File: src/rtl/vector3_normalize_macros.svh
// Assertion macros shared by the vector3_normalize RTL.
// Depends on nothing; included by files that carry concurrent assertions.
`ifndef VECTOR3_NORMALIZE_MACROS_SVH
`define VECTOR3_NORMALIZE_MACROS_SVH

// Same-cycle implication, disabled while reset is asserted.
`define VN_ASSERT_NOW(lbl, clk, rst_n, ante, cons, msg) \
    lbl: assert property (@(posedge clk) disable iff (!rst_n) (ante) |-> (cons)) \
        else $error(msg);

// Next-cycle implication, disabled while reset is asserted.
`define VN_ASSERT_NEXT(lbl, clk, rst_n, ante, cons, msg) \
    lbl: assert property (@(posedge clk) disable iff (!rst_n) (ante) |=> (cons)) \
        else $error(msg);

`endif

File: src/rtl/vn_div_lane.sv
// Pipelined restoring divider for one unit component: (a << (W-2)) / m.
// Depends on nothing; a <= m holds, so the quotient needs W-1 stages.
module vn_div_lane #(
    parameter int unsigned W = 32
) (
    input  logic         i_clk,
    input  logic         i_en,
    input  logic [W-1:0] i_a,
    input  logic [W-1:0] i_m,
    input  logic         i_neg,
    output logic [W-2:0] o_q,
    output logic [W-1:0] o_m,
    output logic         o_neg
);

    logic [W-1:0] a_rem [W];
    logic [W-2:0] a_q   [W];
    logic [W-1:0] a_m   [W];
    logic         a_neg [W];

    assign a_rem[0] = i_a;
    assign a_q[0]   = '0;
    assign a_m[0]   = i_m;
    assign a_neg[0] = i_neg;

    // The first stage decides the top quotient bit without a shift.
    for (genvar k = 0; k < W-1; k++) begin : g_stage
        logic [W:0]   w_t;
        logic         w_ge;
        logic [W-1:0] r_rem;
        logic [W-2:0] r_q;
        logic [W-1:0] r_m;
        logic         r_neg;

        if (k == 0) begin : g_first
            assign w_t = {1'b0, a_rem[k]};
        end else begin : g_rest
            assign w_t = {a_rem[k], 1'b0};
        end
        assign w_ge = (w_t >= {1'b0, a_m[k]});

        always_ff @(posedge i_clk) begin
            if (i_en) begin
                r_rem <= w_ge ? W'(w_t - {1'b0, a_m[k]}) : W'(w_t);
                r_q   <= {a_q[k][W-3:0], w_ge};
                r_m   <= a_m[k];
                r_neg <= a_neg[k];
            end
        end

        assign a_rem[k+1] = r_rem;
        assign a_q[k+1]   = r_q;
        assign a_m[k+1]   = r_m;
        assign a_neg[k+1] = r_neg;
    end

    assign o_q   = a_q[W-1];
    assign o_m   = a_m[W-1];
    assign o_neg = a_neg[W-1];

endmodule

File: config.mk
export PLATFORM = sky130hd
export DESIGN_NAME = vn_div_lane
export DESIGN_NICKNAME = d
export VERILOG_FILES = /design/src/rtl/vector3_normalize_macros.svh /design/src/rtl/vn_div_lane.sv
export SDC_FILE = /design/constraint.sdc
export NUM_CORES = 2
export LEC_CHECK = 0
export BUFFER_PORTS_ARGS = -buffer_cell sky130_fd_sc_hd__clkbuf_2
export CORE_MARGIN = 5
export CORE_UTILIZATION = 45
export CTS_CLUSTER_SIZE = 28
export DETAILED_ROUTE_END_ITERATION = 10
export PLACE_DENSITY = 0.63
export SLEW_MARGIN = 40
export SYNTH_ARGS = -nofsm -noshare
export SYNTH_HDL_FRONTEND = slang
export SYNTH_SLANG_ARGS = --single-unit
File: constraint.sdc
create_clock -name i_clk -period 6.1 [get_ports i_clk]
set_input_delay 1.22 -clock i_clk [delete_from_list [all_inputs] [get_ports i_clk]]
set_output_delay 1.22 -clock i_clk [all_outputs]
set_load 0.01 [all_outputs]
==> impl_results.md <==
* Outcome: complete, but fails checks
* Failing checks: DRC
* Hold Crit Class: reg -> reg
* Largest net degree at the start of global routing at ~150
* Total global routing overflow at 0
* Core Region at 303000 um^2
* Final Util at around 50%
* Post-CTS Resized at 0
* Dominant synthesized flop cell: edfxtp_1
* IR drop worst, VDD at ~0.35 mV
* Post-synth EDFFs at ~2500
* Yosys warns at 0
* Critical path endpoint: g_stage[9].r_rem[15]$_DFFE_PP_
* Io pins at ~130
* Highest clock rate at 219 MHz
* Setup TNS at 0 ns
* Fillers at 26700
* Worst setup path start: g_stage[8].r_m[1]$_DFFE_PP_
* Hold depth at 0
* Mapped Nets at approximately 13000
* Synth Instances at 11800
* HPWL after DPL at 250000 um
* Most common cell after layout, fill and taps aside: edfxtp_1
* Post-CTS Hold Buffers at 0
* # rows at 202
* CP required at 6.70 ns
* Fraction of layout cells with a size suffix above 1 at 9.45%
* Cell area after synthesis at between 100000 and 150000 um^2
* GRT Overall Usage at 20.3%
* CTS tree: built
* Final wirelength at roughly 330000 um
* DRT antenna net count at 0
* Max-cap check violation count at 0
* Sequential element share of the synthesized area at between 50 and 60%
* CTS root buffer: clkbuf_16
* Fraction of registers with async set/reset at 0%
* Critical Path Source Type: flop
* Slew Limit Fails at 0
* Initial antenna violation count at 5
* Sink Count at 2479
* Synth Area per Inst at 11.6 um^2
* Nets at around 13000
* Post CTS Setup Buffer Count at 0
* Critical path type: reg -> reg
* Vias in the first global route at between 80000 and 90000
* Die width at approximately 560 um
* Initial Utilization at 45.2%
* Reg2reg start: g_stage[8].r_m[1]$_DFFE_PP_
* Post-placement cell count at ~16000
* Clock period minus worst slack at approximately 4.6 ns
* Worst-skew pair later-pin latency at 0.89 ns
* RSZ-0062 raised after global routing: no
* Worst r2r dst: g_stage[9].r_rem[15]$_DFFE_PP_
* Total of flip-flops plus latches after synthesis at 2479
* Synth-to-Final Area Change at 10.6%
* Pre-antenna DRT Iters at 10
* R2r worst-path depth at 14
* Max Fanout on Critical Path at 25
* Avg WL per Cell at ~20 um
* Vias/cell at approximately 5.6
* Final setup fails at 0
* DR iter-0 viols at slightly above 7000
* Die height at 562 um
* Design area at 152000 um^2
* First-pass GRT wire length at between 500000 and 600000 um
* Final Hold Vio Count at 0
* Most frequent cells in the layout: edfxtp_1 (2479), inv_1 (1218), a21oi_1 (993)
* Max Root-Sink Buffers at 4
* Final period util at between 70% and 80%
* Clock transition at the registers of the reported paths at roughly 0.06 ns
* Layout Cells excl Fill at about 16000
* Count of different cell masters after synthesis at between 100 and 150
* Gpl congestion at roughly 0.92
* Worst Skew at around 0.05 ns
* Worst setup EP type: flop
* Slew @ Worst Pin at between 0.9 and 1 ns
* Post-DP Area at ~140000 um^2
* Leakage at between 60 and 70 nW
* Die area at 316000 um^2
* Worst Path Arrival at ~5.2 ns
* Max_slew headroom at 39.0%
* CTS HTree Levels at 5
* Vias at about 90000
* TritonCTS buffer count at 284
* Drt drc at 1
* PwrDens at about 540 nW/um^2
* Buffers on Ports at 130
* Internal reg-to-reg setup slack at ~1.5 ns
-- worst min-delay path by stage --
stage                                        from                            end  slack (ns)
floorplan              g_stage[9].r_neg$_DFFE_PP_    g_stage[10].r_neg$_DFFE_PP_        0.40
global placement      g_stage[10].r_neg$_DFFE_PP_    g_stage[11].r_neg$_DFFE_PP_        0.40
detailed placement   g_stage[10].r_q[9]$_DFFE_PP_  g_stage[11].r_q[10]$_DFFE_PP_        0.40
CTS                  g_stage[19].r_q[9]$_DFFE_PP_  g_stage[20].r_q[10]$_DFFE_PP_        0.39
global route        g_stage[17].r_q[16]$_DFFE_PP_  g_stage[18].r_q[17]$_DFFE_PP_        0.41
finish              g_stage[17].r_q[17]$_DFFE_PP_  g_stage[18].r_q[18]$_DFFE_PP_        0.39
-- state kept, by name, indices dropped and copies added (netlist names) --
register and count:
g_stage.r_m 960, g_stage.r_rem 960, g_stage.r_q 465, o_m 32
o_q 31, g_stage.r_neg 30, o_neg 1
-- report_power, final --
| part | internal (mW) | switching, mW |
|---|---|---|
| Sequential | 25.3 | 3.03 |
| Combinational | 16.6 | 21.1 |
| Clock | 9.61 | 6.96 |
| Total | 51.5 | 31.1 |
-- cell type report --
type	instances	area, um^2	area share [%]
inverter	1218	4570	3.01
tap	3978	4980	3.28
clock inverter	162	1530	1.01
timing repair buffer	210	1560	1.03
antenna	2	5.00	0.00330
multi-input combinational	7842	57100	37.6
clock buffer	342	7470	4.93
sequential	2479	74400	49.1
-- Yosys cell counts (119+ instances only) --
cell         n  area, um^2
nor2_1     674        2530
nand2b_1   164        1030
a21oi_1    993        4970
xor2_1     305        2670
inv_1     1218        4570
o21a_1     140        1050
edfxtp_1  2479       74400
ha_1       991       12400
o21ai_0    674        3370
clkbuf_1   186         698
mux2_2     413        4650
nor2b_1    161        1010
nand3_1    175         876
nor3_1     119         596
nand4_1    161        1010
nand2_1    697        2620
a21o_1     475        3570
xnor2_1    520        4550
-- per-stage QoR --
step / setup slack [ns] / hold WS, ns / power (mW)
final: 1.54 / 0.391 / 82.6
after global routing: 1.32 / 0.407 / 88.3
after CTS: 1.54 / 0.385 / 83.2
after detailed placement: 1.25 / 0.405 / 66.0
after global placement: 1.15 / 0.401 / 65.4
after floorplan: 1.96 / 0.400 / 55.9
-- metal layers --
metal	wire length [um]	vias up	part of all wire, %	GRT usage [%]
met3	13500	586	4.1	2.14
met1	142000	43700	43	26.3
met4	11400	2	3.5	6.68
li1	-	43800	-	-
met2	163000	2070	49	35.6
met5	13	-	0.0039	0
-- worst max-delay path: stages (launching register included) --
cell	delay (ns)
edfxtp_1	0.43
inv_1	0.08
ha_1	0.23
nor2b_1	0.15
o31ai_2	0.27
a21oi_1	0.20
o21ai_2	0.33
o21ai_1	0.18
a311o_1	0.39
a221oi_2	0.38
o41ai_1	0.15
a21oi_1	0.25
o21a_1	0.42
buf_4	0.41
mux2_1	0.38
-- kinds of logic (layout without fill, tap and decap cells) --
| group | Yosys count | after routing | synth area share [%] |
|---|---|---|---|
| mux | 518 | 518 | 4.30 |
| compound gates | 3016 | 3016 | 13.8 |
| xor+xnor | 825 | 825 | 5.27 |
| other cells | 0 | 2 | 0 |
| flops | 2479 | 2479 | 54.3 |
| buf+inv | 1485 | 1932 | 4.23 |
| simple gates | 2462 | 2462 | 8.61 |
| fa+ha+maj | 1021 | 1021 | 9.48 |
Note: power is estimated with default switching activity, not from simulation.
