--- src/rtl/vector3_normalize_macros.svh ---
// Assertion macros shared by the vector3_normalize RTL.
// Depends on nothing; included by files that carry concurrent assertions.
`ifndef VECTOR3_NORMALIZE_MACROS_SVH
`define VECTOR3_NORMALIZE_MACROS_SVH

// Same-cycle implication, disabled while reset is asserted.
`define VN_ASSERT_NOW(lbl, clk, rst_n, ante, cons, msg) \
    lbl: assert property (@(posedge clk) disable iff (!rst_n) (ante) |-> (cons)) \
        else $error(msg);

// Next-cycle implication, disabled while reset is asserted.
`define VN_ASSERT_NEXT(lbl, clk, rst_n, ante, cons, msg) \
    lbl: assert property (@(posedge clk) disable iff (!rst_n) (ante) |=> (cons)) \
        else $error(msg);

`endif

--- src/rtl/vn_sq_lane.sv ---
// One component lane: absolute value, then exact square, two register stages.
// Depends on nothing; instantiated three times by the top level.
module vn_sq_lane #(
    parameter int unsigned W = 32
) (
    input  logic           i_clk,
    input  logic           i_en,
    input  logic [W-1:0]   i_comp,
    output logic [W-1:0]   o_abs,
    output logic           o_neg,
    output logic [2*W-1:0] o_sq
);

    logic [W-1:0]   r_abs1;
    logic           r_neg1;
    logic [W-1:0]   r_abs2;
    logic           r_neg2;
    logic [2*W-1:0] r_sq2;
    logic [W-1:0]   n_abs1;

    // Two's complement magnitude; the most negative value fits unsigned.
    assign n_abs1 = i_comp[W-1] ? (~i_comp + W'(1)) : i_comp;

    // Stage one holds the magnitude, stage two the square.
    always_ff @(posedge i_clk) begin
        if (i_en) begin
            r_abs1 <= n_abs1;
            r_neg1 <= i_comp[W-1];
            r_abs2 <= r_abs1;
            r_neg2 <= r_neg1;
            r_sq2  <= (2*W)'(r_abs1) * (2*W)'(r_abs1);
        end
    end

    assign o_abs = r_abs2;
    assign o_neg = r_neg2;
    assign o_sq  = r_sq2;

endmodule

--- config.mk ---
export PLATFORM = sky130hd
export DESIGN_NAME = vn_sq_lane
export DESIGN_NICKNAME = d
export VERILOG_FILES = /design/src/rtl/vector3_normalize_macros.svh /design/src/rtl/vn_sq_lane.sv
export SDC_FILE = /design/constraint.sdc
export NUM_CORES = 2
export LEC_CHECK = 0
export ABC_AREA = 0
export BUFFER_PORTS_ARGS = -buffer_cell sky130_fd_sc_hd__buf_2
export CORE_ASPECT_RATIO = 2
export CORE_MARGIN = 5
export CORE_UTILIZATION = 50
export CTS_BUF_LIST = sky130_fd_sc_hd__clkbuf_4 sky130_fd_sc_hd__clkbuf_8 sky130_fd_sc_hd__clkbuf_16
export CTS_CLUSTER_SIZE = 25
export DETAILED_ROUTE_END_ITERATION = 10
export HOLD_SLACK_MARGIN = 0.05
export PLACE_DENSITY = 0.64
export SLEW_MARGIN = 10
export SYNTH_ARGS = -nofsm -noshare
export SYNTH_HDL_FRONTEND = slang
export SYNTH_SLANG_ARGS = --single-unit
export TNS_END_PERCENT = 50
--- constraint.sdc ---
create_clock -name i_clk -period 9.8 [get_ports i_clk]
set_input_delay 1.47 -clock i_clk [delete_from_list [all_inputs] [get_ports i_clk]]
set_output_delay 1.47 -clock i_clk [all_outputs]
set_load 0.1 [all_outputs]
==> impl_metrics.env <==
export IMPL_setup_violations_final=0
export IMPL_clock_tree_buf_depth=2
export IMPL_dpl_instance_area_um2=35800
export IMPL_reg2reg_setup_slack_ps=460
export IMPL_reg2regPathDepth=23
export IMPL_cts_clk_slew_worst_paths_ps=70
export IMPL_clock_sinks=128
export IMPL_drt_wl_cell_um=24.3
export IMPL_gpl_final_weighted_congestion=0.974
export IMPL_timing_max_slew_rel_slack=0.163
export IMPL_yosys_register_bits=128
export IMPL_initial_standard_cell_utilization_of_the_core=0.504
export IMPL_ys_dominant_reg_cell="sky130_fd_sc_hd__edfxtp_1"
export IMPL_drc=0
export IMPL_whs_ps=431
export IMPL_ant_nets=0
export IMPL_timing_hold_worst_endpoint="o_neg$_DFFE_PP_"
export IMPL_synth_enable_flop_cells=128
export IMPL_clock_latency_ps=460
export IMPL_tightestPinTransition_ps=1250
export IMPL_cts_htree_levels=4
export IMPL_floorplan_die_height_um=380
export IMPL_async_flop_share=0
export IMPL_syn_nets=4586
export IMPL_worst_min_delay_path_category="reg -> reg"
export IMPL_maximum_number_of_pins_on_one_net_before_global_route_repair=72
export IMPL_syn_mean_instance_area_um2=9.87
export IMPL_detail_route_wirelength_mm=108
export IMPL_cts_repair_timing_setup_buffer_count=0
export IMPL_final_period_minus_worst_setup_slack_ps=9340
export IMPL_grt_antenna_before_repair=0
export IMPL_worstSetupEndpointType="flip-flop"
export IMPL_critical_path_reg2reg_startpoint="r_abs1[12]$_DFFE_PP_"
export IMPL_routed_via_density=5.47
export IMPL_mostFrequentLayoutCells="sky130_fd_sc_hd__inv_1 (973), sky130_fd_sc_hd__fa_1 (792), sky130_fd_sc_hd__nand2_1 (309)"
export IMPL_rr_endpoint="o_sq[53]$_DFFE_PP_"
export IMPL_antenna_diode_count=0
export IMPL_drt_pass1_iter_count=5
export IMPL_worstSetupStartpointType="flip-flop"
export IMPL_postLayoutCellArea_um2=36400
export IMPL_layout_cells_most_common="sky130_fd_sc_hd__inv_1"
export IMPL_critPathKind="reg -> reg"
export IMPL_final_period_utilization=0.953
export IMPL_fin_setup_tns_ps=0
export IMPL_die_width_um=195
export IMPL_tritoncts_num_buffers=17
export IMPL_areaGrowthSynthToFinish_pct=6.59
export IMPL_synth_yosys_seq_area_share=0.113
export IMPL_clk_root_buffer_cell="sky130_fd_sc_hd__clkbuf_16"
export IMPL_cts_hold_buffers_added=0
export IMPL_worst_hold_path_depth=0
export IMPL_post_cts_resize_count=0
export IMPL_cp_max_fo=21
export IMPL_number_of_slew_limit_violations_in_the_final_report=0
export IMPL_cts_tree="done"
export IMPL_clock_skew_final_ps=15.2
export IMPL_max_cap_viol_count=0
export IMPL_grt_first_pass_wirelength_mm=163
export IMPL_grt_overflow=0
export IMPL_vias=24200
export IMPL_place_hpwl_mm=92.3
export IMPL_place_port_buffers=129
export IMPL_final_net_count=4655
export IMPL_row_count=135
export IMPL_final_fill_count=6285
export IMPL_worst_ep_arrival_time_ps=9600
export IMPL_maxClockFrequency_mhz=107
export IMPL_track_usage=0.297
export IMPL_mappedNetlistArea_um2=34100
export IMPL_ports_placed_on_the_boundary=131
export IMPL_drtIter0Drc=1267
export IMPL_rsz0062_at_grt="no"
export IMPL_die_area_um2=73900
export IMPL_core_um2=67700
export IMPL_min_from="r_neg1$_DFFE_PP_"
export IMPL_status="finished, final reports clean"
export IMPL_synth_yosys_warnings=0
export IMPL_post_syn_instances=3458
export IMPL_number_of_global_route_vias_before_repair=28200
export IMPL_crit_required_ps=10060
export IMPL_drive_above_1_share=0.0709
export IMPL_final_hold_viol_count=0
export IMPL_synth_lib_cells_used_distinct=61
-- cell families (layout without fill, tap and decap cells) --
kind of cell	count (synthesis)	in the layout	share of synthesized area
adder cells (fa/ha/maj)	1094	1094	0.575
flip-flops	128	128	0.113
AND/OR/NAND/NOR	716	716	0.104
other	1	1	0.000110
buffers and inverters	1109	1191	0.122
multiplexers	6	6	0.00183
AO/OA/AOI/OAI	276	276	0.0516
XOR/XNOR	128	128	0.0328
-- synth_stat cells, types with 3 or more instances --
| library cell | n | area (um^2) |
|---|---|---|
| sky130_fd_sc_hd__o221ai_1 | 3 | 26.3 |
| sky130_fd_sc_hd__a211oi_1 | 8 | 60.1 |
| sky130_fd_sc_hd__ha_1 | 302 | 3780 |
| sky130_fd_sc_hd__or4_1 | 3 | 22.5 |
| sky130_fd_sc_hd__nand3_1 | 19 | 95.1 |
| sky130_fd_sc_hd__o21ai_0 | 49 | 245 |
| sky130_fd_sc_hd__nor2_1 | 69 | 259 |
| sky130_fd_sc_hd__buf_2 | 3 | 15.0 |
| sky130_fd_sc_hd__xnor2_1 | 79 | 692 |
| sky130_fd_sc_hd__a21boi_0 | 5 | 37.5 |
| sky130_fd_sc_hd__nand2b_1 | 5 | 31.3 |
| sky130_fd_sc_hd__o21bai_1 | 18 | 135 |
| sky130_fd_sc_hd__o21a_1 | 5 | 37.5 |
| sky130_fd_sc_hd__inv_1 | 973 | 3650 |
| sky130_fd_sc_hd__o41ai_1 | 5 | 43.8 |
| sky130_fd_sc_hd__clkbuf_1 | 128 | 480 |
| sky130_fd_sc_hd__and3_1 | 5 | 31.3 |
| sky130_fd_sc_hd__fa_1 | 792 | 15900 |
| sky130_fd_sc_hd__mux2i_1 | 4 | 40.0 |
| sky130_fd_sc_hd__a31o_2 | 12 | 105 |
| sky130_fd_sc_hd__nor4_1 | 5 | 31.3 |
| sky130_fd_sc_hd__xor2_1 | 49 | 429 |
| sky130_fd_sc_hd__a31oi_1 | 12 | 75.1 |
| sky130_fd_sc_hd__nor2b_1 | 14 | 87.6 |
| sky130_fd_sc_hd__and2_1 | 234 | 1460 |
| sky130_fd_sc_hd__o31ai_1 | 6 | 45.0 |
| sky130_fd_sc_hd__a21oi_1 | 98 | 490 |
| sky130_fd_sc_hd__o2111ai_1 | 4 | 35.0 |
| sky130_fd_sc_hd__a21o_1 | 33 | 248 |
| sky130_fd_sc_hd__nand4_1 | 18 | 113 |
| sky130_fd_sc_hd__edfxtp_1 | 128 | 3840 |
| sky130_fd_sc_hd__or4_4 | 4 | 45.0 |
| sky130_fd_sc_hd__nor3_1 | 13 | 65.1 |
| sky130_fd_sc_hd__nand2_1 | 309 | 1160 |
| sky130_fd_sc_hd__or2_2 | 9 | 56.3 |
-- worst max-delay path: stages (launching register included) --
cell and delay, ps:
sky130_fd_sc_hd__edfxtp_1 790, sky130_fd_sc_hd__buf_4 400, sky130_fd_sc_hd__nand2_1 150, sky130_fd_sc_hd__fa_1 550
sky130_fd_sc_hd__inv_1 80, sky130_fd_sc_hd__fa_1 510, sky130_fd_sc_hd__inv_1 60, sky130_fd_sc_hd__fa_1 440
sky130_fd_sc_hd__fa_1 540, sky130_fd_sc_hd__inv_1 220, sky130_fd_sc_hd__fa_1 620, sky130_fd_sc_hd__fa_1 420
sky130_fd_sc_hd__fa_1 520, sky130_fd_sc_hd__fa_1 420, sky130_fd_sc_hd__ha_1 430, sky130_fd_sc_hd__inv_1 130
sky130_fd_sc_hd__or4b_2 710, sky130_fd_sc_hd__nor2_1 190, sky130_fd_sc_hd__nand4_1 120, sky130_fd_sc_hd__a21oi_1 420
sky130_fd_sc_hd__o2111ai_1 270, sky130_fd_sc_hd__a221oi_2 570, sky130_fd_sc_hd__a21oi_1 200, sky130_fd_sc_hd__o311ai_0 330
-- registers in the layout (all words and copies together), names as in the netlist --
| signal | cells |
|---|---|
| o_neg | 1 |
| r_neg1 | 1 |
| o_sq | 62 |
| r_abs1 | 32 |
| o_abs | 32 |
-- cell type report --
cell class | instances | area [um^2] | share of cell area
Clock buffer | 17 | 425 | 0.0117
Inverter | 974 | 3660 | 0.100
Multi-Input combinational cell | 2221 | 26100 | 0.718
Clock inverter | 15 | 135 | 0.00371
Timing Repair Buffer | 185 | 1090 | 0.0300
Sequential cell | 128 | 3840 | 0.106
Tap cell | 890 | 1110 | 0.0306
-- per-layer routing --
layer,track usage,wire (um),up-vias
met1,0.246,28800,12500
met4,0.284,13800,0
met3,0.0376,3880,494
li1,-,-,10400
met2,0.578,61300,876
met5,0,0,-
-- how the worst max path moves through the flow --
stage / start / slack (ps) / cells past startpoint / end
detailed placement: r_abs1[12]$_DFFE_PP_ / 580 / 23 / o_sq[53]$_DFFE_PP_
floorplan: r_abs1[2]$_DFFE_PP_ / 2000 / 25 / o_sq[53]$_DFFE_PP_
finish: r_abs1[12]$_DFFE_PP_ / 460 / 23 / o_sq[53]$_DFFE_PP_
global placement: r_abs1[12]$_DFFE_PP_ / 700 / 23 / o_sq[53]$_DFFE_PP_
global route: r_abs1[12]$_DFFE_PP_ / 100 / 23 / o_sq[53]$_DFFE_PP_
CTS: r_abs1[12]$_DFFE_PP_ / 540 / 23 / o_sq[53]$_DFFE_PP_
-- through the flow --
step / setup slack [ps] / utilization / instances
after detailed placement: 584 / 0.529 / 4398
after CTS: 536 / 0.537 / 4430
after global routing: 100 / 0.537 / 4430
final: 458 / 0.537 / 4430
after floorplan: 2000 / - / 3458
after global placement: 701 / 0.529 / 4398
Power is left out: the tool's default activity adds up to more than one toggle a clock period on the data nets, which glitch-free logic cannot reach.
